**src/design/kxd_pkg.sv**
```systemverilog
// ---------------------------------------------------------------------------
// kxd_pkg
// Shared types, constants and helpers of the keystream XOR descrambler.
// ---------------------------------------------------------------------------
package kxd_pkg;

  localparam int unsigned WORD_W    = 32;
  localparam int unsigned BLK_W     = 25;             // block number width
  localparam int unsigned IDX_W     = 5;              // word position in block
  localparam int unsigned BLK_SHIFT = 7;              // 0x80 bytes per block
  localparam int unsigned CFG_IDX_W = 3;

  localparam logic [IDX_W-1:0] LAST_IDX = IDX_W'(5'h1f);   // 0x20 words per block

  // configuration register indexes
  localparam logic [CFG_IDX_W-1:0] CFG_IV0         = 3'd0;
  localparam logic [CFG_IDX_W-1:0] CFG_IV1         = 3'd1;
  localparam logic [CFG_IDX_W-1:0] CFG_IV2         = 3'd2;
  localparam logic [CFG_IDX_W-1:0] CFG_IV3         = 3'd3;
  localparam logic [CFG_IDX_W-1:0] CFG_START_BLOCK = 3'd4;
  localparam logic [CFG_IDX_W-1:0] CFG_LITTLE_END  = 3'd5;

  typedef struct packed {
    logic [3:0][WORD_W-1:0] iv;
    logic [WORD_W-1:0]      t0;
    logic [WORD_W-1:0]      t1;
    logic [BLK_W-1:0]       start_block;
    logic                   little_endian;
  } cfg_t;

  // item held in the input register
  typedef struct packed {
    logic [WORD_W-1:0] data_word;
    logic              last_word;
    logic              misaligned;
    logic [IDX_W-1:0]  idx;
    logic [BLK_W-1:0]  blk;
  } stage_t;

  function automatic logic [WORD_W-1:0] swap_bytes(input logic [WORD_W-1:0] v);
    swap_bytes = {v[7:0], v[15:8], v[23:16], v[31:24]};
  endfunction

endpackage

```
**src/design/kxd_if.sv**
```systemverilog
// ---------------------------------------------------------------------------
// kxd_if
// Valid/ready channels for scrambled input words and descrambled results.
// ---------------------------------------------------------------------------
interface kxd_in_if;
  logic        valid;
  logic        ready;
  logic [31:0] data_word;
  logic        first_word;
  logic        last_word;

  modport source (output valid, data_word, first_word, last_word, input ready);
  modport sink   (input valid, data_word, first_word, last_word, output ready);
endinterface

interface kxd_out_if;
  logic        valid;
  logic        ready;
  logic [31:0] plain_word;
  logic        last_out;
  logic        misaligned;

  modport source (output valid, plain_word, last_out, misaligned, input ready);
  modport sink   (input valid, plain_word, last_out, misaligned, output ready);
endinterface

```
**src/design/kxd_cfg_regs.sv**
```systemverilog
// ---------------------------------------------------------------------------
// kxd_cfg_regs
// Configuration registers plus the t0/t1 key terms derived from them.
// ---------------------------------------------------------------------------
module kxd_cfg_regs
  import kxd_pkg::*;
(
  input  logic                 clk_i,
  input  logic                 rst_ni,
  input  logic                 cfg_we_i,
  input  logic [CFG_IDX_W-1:0] cfg_idx_i,
  input  logic [WORD_W-1:0]    cfg_wdata_i,
  output cfg_t                 cfg_o
);

  logic [3:0][WORD_W-1:0] iv_q;
  logic [WORD_W-1:0]      t0, t1;
  logic [BLK_W-1:0]       start_block_q;
  logic                   little_endian_q;

  always_ff @(posedge clk_i or negedge rst_ni) begin
    if (!rst_ni) begin
      iv_q            <= '0;
      start_block_q   <= '0;
      little_endian_q <= 1'b0;
    end else if (cfg_we_i) begin
      case (cfg_idx_i)
        CFG_IV0:         iv_q[0]         <= cfg_wdata_i;
        CFG_IV1:         iv_q[1]         <= cfg_wdata_i;
        CFG_IV2:         iv_q[2]         <= cfg_wdata_i;
        CFG_IV3:         iv_q[3]         <= cfg_wdata_i;
        CFG_START_BLOCK: start_block_q   <= cfg_wdata_i[BLK_W-1:0];
        CFG_LITTLE_END:  little_endian_q <= cfg_wdata_i[0];
        default: ;
      endcase
    end
  end

  // t terms follow the IV words directly, so a write counts for the next key
  assign t0 = iv_q[0] + ~iv_q[2];
  assign t1 = iv_q[1] + ~iv_q[3];

  assign cfg_o.iv            = iv_q;
  assign cfg_o.t0            = t0;
  assign cfg_o.t1            = t1;
  assign cfg_o.start_block   = start_block_q;
  assign cfg_o.little_endian = little_endian_q;

endmodule

```
**src/design/kxd_front.sv**
```systemverilog
// ---------------------------------------------------------------------------
// kxd_front
// Input register and word/block position tracking.
// ---------------------------------------------------------------------------
module kxd_front
  import kxd_pkg::*;
(
  input  logic             clk_i,
  input  logic             rst_ni,
  kxd_in_if.sink           in_if,
  input  logic [BLK_W-1:0] start_block_i,
  input  logic             take_i,      // result stage takes the held item
  output logic             valid_o,
  output stage_t           stage_o
);

  logic             valid_q;
  stage_t           stage_q;
  logic [IDX_W-1:0] idx_q, idx_d, idx_use;
  logic [BLK_W-1:0] blk_q, blk_d, blk_use;
  logic             accept;

  assign in_if.ready = !valid_q || take_i;
  assign accept      = in_if.valid && in_if.ready;

  always_comb begin
    idx_use = in_if.first_word ? '0 : idx_q;
    blk_use = in_if.first_word ? start_block_i : blk_q;
    idx_d   = idx_use + IDX_W'(1);
    blk_d   = blk_use + BLK_W'(idx_use == LAST_IDX);
  end

  always_ff @(posedge clk_i or negedge rst_ni) begin
    if (!rst_ni) begin
      valid_q <= 1'b0;
      idx_q   <= '0;
      blk_q   <= '0;
    end else begin
      if (accept) begin
        valid_q <= 1'b1;
        idx_q   <= idx_d;
        blk_q   <= blk_d;
      end else if (take_i) begin
        valid_q <= 1'b0;
      end
    end
  end

  always_ff @(posedge clk_i) begin
    if (accept) begin
      stage_q.data_word  <= in_if.data_word;
      stage_q.last_word  <= in_if.last_word;
      stage_q.misaligned <= in_if.last_word && (idx_use != LAST_IDX);
      stage_q.idx        <= idx_use;
      stage_q.blk        <= blk_use;
    end
  end

  assign valid_o = valid_q;
  assign stage_o = stage_q;

endmodule

```
**src/design/kxd_keyxor.sv**
```systemverilog
// ---------------------------------------------------------------------------
// kxd_keyxor
// Key word generation, XOR and the result register.
// ---------------------------------------------------------------------------
module kxd_keyxor
  import kxd_pkg::*;
(
  input  logic    clk_i,
  input  logic    rst_ni,
  input  cfg_t    cfg_i,
  input  logic    valid_i,
  input  stage_t  stage_i,
  output logic    take_o,
  kxd_out_if.source out_if
);

  logic              out_valid_q;
  logic [WORD_W-1:0] plain_q;
  logic              last_q, mis_q;

  logic [WORD_W-1:0] t_sel, iv_sel, iv_term, off_n, key, key_ord;
  logic              sub;

  // k = i + 4s + 8j; key - offset = t + (+/-iv) - 1 - offset
  always_comb begin
    case (stage_i.idx[1:0])
      2'd0:    t_sel = cfg_i.t0;
      2'd1:    t_sel = cfg_i.t1;
      2'd2:    t_sel = ~cfg_i.t0;
      default: t_sel = ~cfg_i.t1;
    endcase
    iv_sel  = cfg_i.iv[stage_i.idx[4:3]];
    sub     = stage_i.idx[2];
    iv_term = sub ? ~iv_sel : iv_sel;            // -iv = ~iv + 1
    off_n   = ~{stage_i.blk, {BLK_SHIFT{1'b0}}}; // -1 - offset
    key     = t_sel + iv_term + off_n + WORD_W'(sub);
    key_ord = cfg_i.little_endian ? swap_bytes(key) : key;
  end

  assign take_o = valid_i && (!out_valid_q || out_if.ready);

  always_ff @(posedge clk_i or negedge rst_ni) begin
    if (!rst_ni) begin
      out_valid_q <= 1'b0;
    end else if (!out_valid_q || out_if.ready) begin
      out_valid_q <= valid_i;
    end
  end

  always_ff @(posedge clk_i) begin
    if (take_o) begin
      plain_q <= stage_i.data_word ^ key_ord;
      last_q  <= stage_i.last_word;
      mis_q   <= stage_i.misaligned;
    end
  end

  assign out_if.valid      = out_valid_q;
  assign out_if.plain_word = plain_q;
  assign out_if.last_out   = last_q;
  assign out_if.misaligned = mis_q;

endmodule

```
**src/design/keystream_xor_descrambler.sv**
```systemverilog
// ---------------------------------------------------------------------------
// keystream_xor_descrambler
// Descrambles 32-bit words (IV-derived keystream), one per cycle w/o stall.
// ---------------------------------------------------------------------------
// channel   dir  handshake          payload
// in_if     in   valid/ready        data_word[31:0], first_word, last_word
// out_if    out  valid/ready        plain_word[31:0], last_out, misaligned
// cfg       in   cfg_we_i           cfg_idx_i[2:0], cfg_wdata_i[31:0]
//
// From accept to result an item passes the input register, then key
// add/XOR into the result register; one item per cycle unless stalled.
// A stalled output holds the result; the input register still takes a new
// item while it is empty, and both stages back up under a longer stall.
// Reset clears configuration, position (word 0, block 0) and valid flags.
// ---------------------------------------------------------------------------
module keystream_xor_descrambler
  import kxd_pkg::*;
(
  input  logic                 clk_i,
  input  logic                 rst_ni,
  input  logic                 cfg_we_i,
  input  logic [CFG_IDX_W-1:0] cfg_idx_i,
  input  logic [WORD_W-1:0]    cfg_wdata_i,
  kxd_in_if.sink               in_if,
  kxd_out_if.source            out_if
);

  cfg_t   cfg;
  stage_t stage;
  logic   stage_valid;
  logic   take;

  kxd_cfg_regs u_cfg (
    .clk_i       (clk_i),
    .rst_ni      (rst_ni),
    .cfg_we_i    (cfg_we_i),
    .cfg_idx_i   (cfg_idx_i),
    .cfg_wdata_i (cfg_wdata_i),
    .cfg_o       (cfg)
  );

  kxd_front u_front (
    .clk_i         (clk_i),
    .rst_ni        (rst_ni),
    .in_if         (in_if),
    .start_block_i (cfg.start_block),
    .take_i        (take),
    .valid_o       (stage_valid),
    .stage_o       (stage)
  );

  kxd_keyxor u_keyxor (
    .clk_i   (clk_i),
    .rst_ni  (rst_ni),
    .cfg_i   (cfg),
    .valid_i (stage_valid),
    .stage_i (stage),
    .take_o  (take),
    .out_if  (out_if)
  );

endmodule
```
**src/flat_wrapper.sv**
```systemverilog
// flat-port wrapper written by rule: the top's interface ports become plain ports
module keystream_xor_descrambler_flat import kxd_pkg::*;
  (clk_i, rst_ni, cfg_we_i, cfg_idx_i, cfg_wdata_i, in_if_valid, in_if_data_word, in_if_first_word, in_if_last_word, in_if_ready, out_if_valid, out_if_plain_word, out_if_last_out, out_if_misaligned, out_if_ready);
  kxd_in_if in_if_i ();
  kxd_out_if out_if_i ();
  input  logic clk_i;
  input  logic rst_ni;
  input  logic cfg_we_i;
  input  logic [CFG_IDX_W-1:0] cfg_idx_i;
  input  logic [WORD_W-1:0] cfg_wdata_i;
  input wire logic [$bits(in_if_i.valid)-1:0] in_if_valid;
  input wire logic [$bits(in_if_i.data_word)-1:0] in_if_data_word;
  input wire logic [$bits(in_if_i.first_word)-1:0] in_if_first_word;
  input wire logic [$bits(in_if_i.last_word)-1:0] in_if_last_word;
  output wire logic [$bits(in_if_i.ready)-1:0] in_if_ready;
  output wire logic [$bits(out_if_i.valid)-1:0] out_if_valid;
  output wire logic [$bits(out_if_i.plain_word)-1:0] out_if_plain_word;
  output wire logic [$bits(out_if_i.last_out)-1:0] out_if_last_out;
  output wire logic [$bits(out_if_i.misaligned)-1:0] out_if_misaligned;
  input wire logic [$bits(out_if_i.ready)-1:0] out_if_ready;
  assign in_if_i.valid = in_if_valid;
  assign in_if_i.data_word = in_if_data_word;
  assign in_if_i.first_word = in_if_first_word;
  assign in_if_i.last_word = in_if_last_word;
  assign in_if_ready = in_if_i.ready;
  assign out_if_valid = out_if_i.valid;
  assign out_if_plain_word = out_if_i.plain_word;
  assign out_if_last_out = out_if_i.last_out;
  assign out_if_misaligned = out_if_i.misaligned;
  assign out_if_i.ready = out_if_ready;
  keystream_xor_descrambler u_core (.clk_i(clk_i), .rst_ni(rst_ni), .cfg_we_i(cfg_we_i), .cfg_idx_i(cfg_idx_i), .cfg_wdata_i(cfg_wdata_i), .in_if(in_if_i), .out_if(out_if_i));
endmodule
```
**config.mk**
```make
export PLATFORM = sky130hd
export DESIGN_NAME = keystream_xor_descrambler_flat
export DESIGN_NICKNAME = d
export VERILOG_FILES = /design/src/design/kxd_pkg.sv /design/src/design/kxd_if.sv /design/src/design/kxd_cfg_regs.sv /design/src/design/kxd_front.sv /design/src/design/kxd_keyxor.sv /design/src/design/keystream_xor_descrambler.sv /design/src/flat_wrapper.sv
export SDC_FILE = /design/constraint.sdc
export NUM_CORES = 1
export LEC_CHECK = 0
export ABC_AREA = 1
export BUFFER_PORTS_ARGS = -buffer_cell sky130_fd_sc_hd__buf_2
export CELL_PAD_IN_SITES_DETAIL_PLACEMENT = 0
export CELL_PAD_IN_SITES_GLOBAL_PLACEMENT = 1
export CORE_MARGIN = 5
export CORE_UTILIZATION = 32
export DETAILED_ROUTE_END_ITERATION = 8
export GPL_ROUTABILITY_DRIVEN = 0
export PLACE_DENSITY_LB_ADDON = 0.1
export SLEW_MARGIN = 40
export SYNTH_ARGS = -nofsm -noshare
export SYNTH_HDL_FRONTEND = slang
export SYNTH_SLANG_ARGS = --single-unit
```
**constraint.sdc**
```tcl
create_clock -name clk_i -period 5.3 [get_ports clk_i]
set_input_delay 0.265 -clock clk_i [delete_from_list [all_inputs] [get_ports clk_i]]
set_output_delay 0.265 -clock clk_i [all_outputs]
set_load 0.01 [all_outputs]
```
Word level (Yosys, flattened, before mapping) --
Index checks and enable logic that the tools add are counted.
Cells by class: add/subtract/negate cells 7, magnitude comparators 1, equality and inequality tests 9, mux-type cells 9, bitwise gates (word level) 7, reduce and logical (&&, ||, !) cells 16
Operators by type and width (number):
- $not A32 Y32 | 6
- $add A32 B32 Y32 | 4
- $mux W32 | 3
- $pmux W32 S3 | 1
- $bmux W32 S2 | 1
- $add A32 B1 Y32 | 1
- $xor A32 B32 Y32 | 1
- $add A25 B1 Y25 | 1
- $mux W25 | 1
- $reduce_and A2 Y1 | 6
- $eq A3 B2 Y1 const B | 2
- $eq A3 B3 Y1 const B | 2
- $add A5 B1 Y5 const B | 1
- $eq A5 B5 Y1 const B | 1
- $mux W5 | 1
- $ne A5 B5 Y1 const B | 1
- $eq A3 B1 Y1 const B | 1
- $logic_and A1 B1 Y1 | 3
- $logic_not A3 Y1 | 1
- $lt A2 B3 Y1 const B | 1
- $eq A2 B1 Y1 const B | 1
- $eq A2 B2 Y1 const B | 1
- $logic_not A1 Y1 | 2
- $logic_not A2 Y1 | 1
- other kinds (3) | 5
Word-level totals: register bits 284, input bits 74, output and inout bits 36, logic and storage cells 67

Depth between registers and ports, before layout --
depth after elaboration 9, depth in mapped cells 31, gate-level depth less buffers 31

By module --
Synthesis repeated with hierarchy kept, for this count alone.
Unflattened totals: cells, all modules 3267, area total of the unflattened synthesis 21906.0 um^2
By module, submodules not included:
- kxd_cfg_regs | times used 1, cells an instance 1606, area each 10500.1 um^2, seq. area each 3853.7 um^2
- kxd_keyxor | times used 1, cells an instance 1235, area each 7175.6 um^2, seq. area each 1046.0 um^2
- kxd_front | times used 1, cells an instance 426, area each 4230.3 um^2, seq. area each 2697.6 um^2

Worst setup path after synthesis --
No wires, ideal clock.
kind register to register, start register u_core.u_cfg.iv_q, in the netlist u_core.u_cfg.cfg_o[154], end register u_core.u_keyxor.plain_q[25], in the netlist u_core.u_keyxor.out_if.plain_word[25] (data pin), setup time 252 ps, arrival time 4169 ps, required time 5048 ps, slack 879 ps, stages on the path, launching flop included 27, path buffers 0, clock period less this slack 4421 ps, cell sequence dfrtp_1 inv_1 ha_1 inv_1 fa_1 nand3b_1 nand2_1 a21boi_0 o21ai_0 nand3_1 nand2_1 xor2_1 nand2_1 o211ai_1 nor2_1 fa_1 inv_1 ha_1 a21o_1 a21oi_1 o21bai_1 a221oi_1 nand3_1 nand3_1 nand2_1 nand2_1 nand2_1
On the way: cells in the longest elaborated chain, start to end 9, elaborated cells between the ends (all ways) 13, classes of those cells add/sub: 4; mux: 5; bitwise: 4
RTL lines:
- from (decl) | RTL line kxd_cfg_regs.sv:16 | logic [3:0][WORD_W-1:0] iv_q;
- $not A32 Y32 / $bmux W32 S2 (equally long branches) | RTL line kxd_cfg_regs.sv:40, kxd_keyxor.sv:32
- $add A32 B32 Y32 / $mux W32 (equally long branches) | RTL line kxd_cfg_regs.sv:40, kxd_keyxor.sv:32
- $not A32 Y32 (on tied branches) | RTL line kxd_keyxor.sv:29, kxd_keyxor.sv:34
- $pmux W32 S3 / $mux W32 (equally long branches) | RTL line kxd_keyxor.sv:26, kxd_keyxor.sv:34
- $add A32 B32 Y32 * (2 in series) | RTL line kxd_keyxor.sv:36 | key = t_sel + iv_term + off_n + WORD_W'(sub);
- $add A32 B1 Y32 * | RTL line kxd_keyxor.sv:36
- $mux W32 * | RTL line kxd_keyxor.sv:37 | key_ord = cfg_i.little_endian ? swap_bytes(key) : key;
- $xor A32 B32 Y32 * | RTL line kxd_keyxor.sv:52 | plain_q <= stage_i.data_word ^ key_ord;
- to (signal assigned) | RTL line kxd_keyxor.sv:52
- to (decl) | RTL line kxd_keyxor.sv:18 | logic [WORD_W-1:0] plain_q;
Every way passes the cells marked *; elsewhere a longest branch is shown, timed or not. The select of a mux whose other input is x is not followed. A chain may end at the register's enable or synchronous reset.

Final worst setup path --
start register u_core.u_cfg.iv_q, in the netlist u_core.u_cfg.cfg_o[127], end register u_core.u_keyxor.plain_q[27], in the netlist u_core.u_keyxor.out_if.plain_word[27] (data pin)
On the way: cells in the longest elaborated chain, start to end 9, elaborated cells between the ends (all ways) 12, classes of those cells add/sub: 4; mux: 5; bitwise: 3
RTL lines (RTL line):
- branches (longest 4 deep; another with $add A32 B32 Y32)
- $add A32 B32 Y32 * (2 in series) | kxd_keyxor.sv:36
- $add A32 B1 Y32 * | kxd_keyxor.sv:36
- $mux W32 * | kxd_keyxor.sv:37
- $xor A32 B32 Y32 * | kxd_keyxor.sv:52
Mark *: on every way between the ends. The select of a mux whose other input is x is not followed.

==> out/results.ini <==
[route]
first_pass_iters=5
ant_nets=0
routed-via-count=18240
wl_per_cell_um=19.25
route.detailed.drc=0
vias_per_cell=4.869
first_iter_violations=1199
wl_um=72120

[global_routing]
gr-total-overflow=0
grt_max_degree=100
grt_pass1_wl_um=108800
grt_use_total_pct=21.03
grt_pass1_vias=17830
antenna_found_initial=5

[min_path]
hp-start=cfg_wdata_i[26]
hp-class=in2reg

[synth]
synth_cell_types=58
synth.area.top_cells=dfrtp_1 (23%), edfxtp_1 (15%), nand2_1 (14%)
yosysTopAreaCell=dfrtp_1
synth_seq_cells=284
async_flop_share_pct=65.49
ys_seq_area_share_pct=37.94
synth_area_mm2=0.02002
ys.flop_type=dfrtp_1
syn_inst=2666
yosys_warnings=0
syn_area_per_cell_um2=7.510
synth.top_cell.area_share_pct=23.25
synth_nets=2871
synth_edf_count=98

[sta]
setup_viol=0
finClkSkew_ps=13.46
tightest_slew_ps=780.4
slew_headroom_pct=47.50
rsz0062_at_grt=true
timing.final.crit_period_ps=5076
fmax_mhz=197.0
setup_tns_ps=0
maxSlewViolCount=0
hold_slack_ps=32.52
hold_viol_final=0
min_period_over_period_pct=95.77

[place]
place_area_mm2=0.02211
place_hpwl_um=56440
portBuffers=109

[clock_network]
cts_setup_buffers=0
cts_tree=built
clk_latency_ps=560
numCtsBuffers=38
cts.path.max_buffers=3
clock_sinks=284
path_clk_slew_ps=60
cts_root_buf=clkbuf_16
cts_max_level=2

[cells_and_area]
final_cell_mix=nand2_1 (737), inv_1 (367), o21ai_0 (259)
drive_above_1_share_pct=14.95
design_area_mm2=0.02417
final_common_cell=nand2_1
area_growth_syn_to_layout_pct=20.69
finalNetCount=3084

[critical_path]
cp-startpoint=u_core.u_cfg.cfg_o[127]
crit_top_cell=nand2_1
cp_data_required_time_ps=5620
cp_slowest_stage_delay_ps=530
slowest_stage=fa_1
startpoint_type=flop
setup.worst_path.end_class=flop
worstPathArrival_ps=5400
crit_type=reg2reg
regToRegSetupSlack_ps=220
critical_path_peak_fanout=4
r2r_start=u_core.u_cfg.cfg_o[127]

[die]
die_area_mm2=0.06768
start_util_pct=32.39
rows=91
die_w_um=260.1
fp.dieH_um=260.1
core_area_mm2=0.06183
io_pins=110

[power_and_ir_drop]
power_density_mw_per_mm2=669.5
leakage_nw=11.86
fin_total_pwr_mw=16.18
peakVddDrop_mv=0.3025

[flow_run]
maxCapViolations=0

[outcome]
status=completed

[metrics by stage]
step                setup WS, ps  cells  util, %
floorplan                  879.1   2666        -
global placement          -140.1   3638    35.77
detailed placement        -109.6   3638    35.77
CTS                        1.667   3745    38.41
global route              -34.29   3746    39.08
finish                     224.2   3747    39.09
[Yosys cell counts, drive strengths merged (3+ instances only)]
| library cell | instances |
|---|---|
| ha | 104 |
| dfrtp | 186 |
| a21boi | 6 |
| xnor2 | 14 |
| a221oi | 3 |
| nand2 | 762 |
| o21a | 3 |
| nor3 | 24 |
| fa | 27 |
| mux2i | 6 |
| o21bai | 10 |
| inv | 375 |
| nor2 | 156 |
| buf | 23 |
| nand4 | 16 |
| and3 | 4 |
| or2 | 15 |
| nand3b | 20 |
| xor2 | 113 |
| edfxtp | 98 |
| a31oi | 7 |
| clkbuf | 57 |
| a21o | 11 |
| a21oi | 154 |
| o211ai | 4 |
| o21ai | 299 |
| nor4 | 13 |
| nand3 | 143 |
[layout make-up]
class | instances | area [um2]
diodes | 1 | 2.502
clock buffers | 50 | 1047
clock inverters | 20 | 205.2
fillers | 6507 | 37660
inverters | 375 | 1409
multi-input cells | 1927 | 11080
flip-flops and latches | 284 | 7597
well taps | 837 | 1047
repair buffers | 253 | 1774
[what timing repair did]
item,in CTS,in global routing
setup endpoints to repair,10,32
hold endpoints to repair,128,0
resized for setup,3,103
hold buffers,37,0
pin swaps,0,8
[worst max-delay path, delay by kind of cell (launching register included)]
family	cells	cell delay, ps
XOR/XNOR	1	90
flip-flops	1	390
buffers and inverters	8	1030
AO/OA/AOI/OAI	6	1120
AND/OR/NAND/NOR	10	1010
adder cells (fa/ha/maj)	3	1190
[layer usage]
layer	wire length, um	share of wire [%]	vias to the layer above	GRT usage [%]
met4	2094	2.9	0	6.090
met3	4299	6.0	87	4.136
met5	0	0	-	0
met1	34010	47	8575	29.60
met2	31710	44	495	33.01
li1	-	-	9086	-
[where the power goes]
part | internal, mW | switching [mW]
Clock | 1.55 | 1.06
Combinational | 3.68 | 6.69
Sequential | 2.91 | 0.284
Total | 8.14 | 8.04
[cell families after synthesis]
group	Yosys count	share of synthesized area [%]
flip-flops	284	37.94
adder cells (fa/ha/maj)	131	9.198
AO/OA/AOI/OAI	510	13.88
buffers and inverters	455	8.830
AND/OR/NAND/NOR	1153	24.29
XOR/XNOR	127	5.555
multiplexers	6	0.3000
[final timing paths]
kind / end / cells past startpoint
worst max-delay path: u_core.u_keyxor.out_if.plain_word[27] / 28
worst min register to register: u_core.u_keyxor.out_if.misaligned / 0
worst min-delay path: u_core.u_cfg.cfg_o[180] / 3
min in group asynchronous: u_core.u_cfg.cfg_o[213] / 2
max in group asynchronous: u_core.u_cfg.start_block_q[18] / 3
worst max register to register: u_core.u_keyxor.out_if.plain_word[27] / 28
[flip-flops by register name, summed over array words and instances, names as in the netlist]
register,count
u_core.u_cfg.cfg_o,128
u_core.u_cfg.start_block_q,25
u_core.u_keyxor.out_if.plain_word,32
u_core.u_keyxor.out_if.misaligned,1
u_core.u_front.stage_o,64
u_core.u_cfg.little_endian_q,1
u_core.u_front.idx_q,5
u_core.u_front.valid_o,1
u_core.u_keyxor.out_if.valid,1
u_core.u_front.blk_q,25
u_core.u_keyxor.out_if.last_out,1
Power figures use the tool's default switching activity.
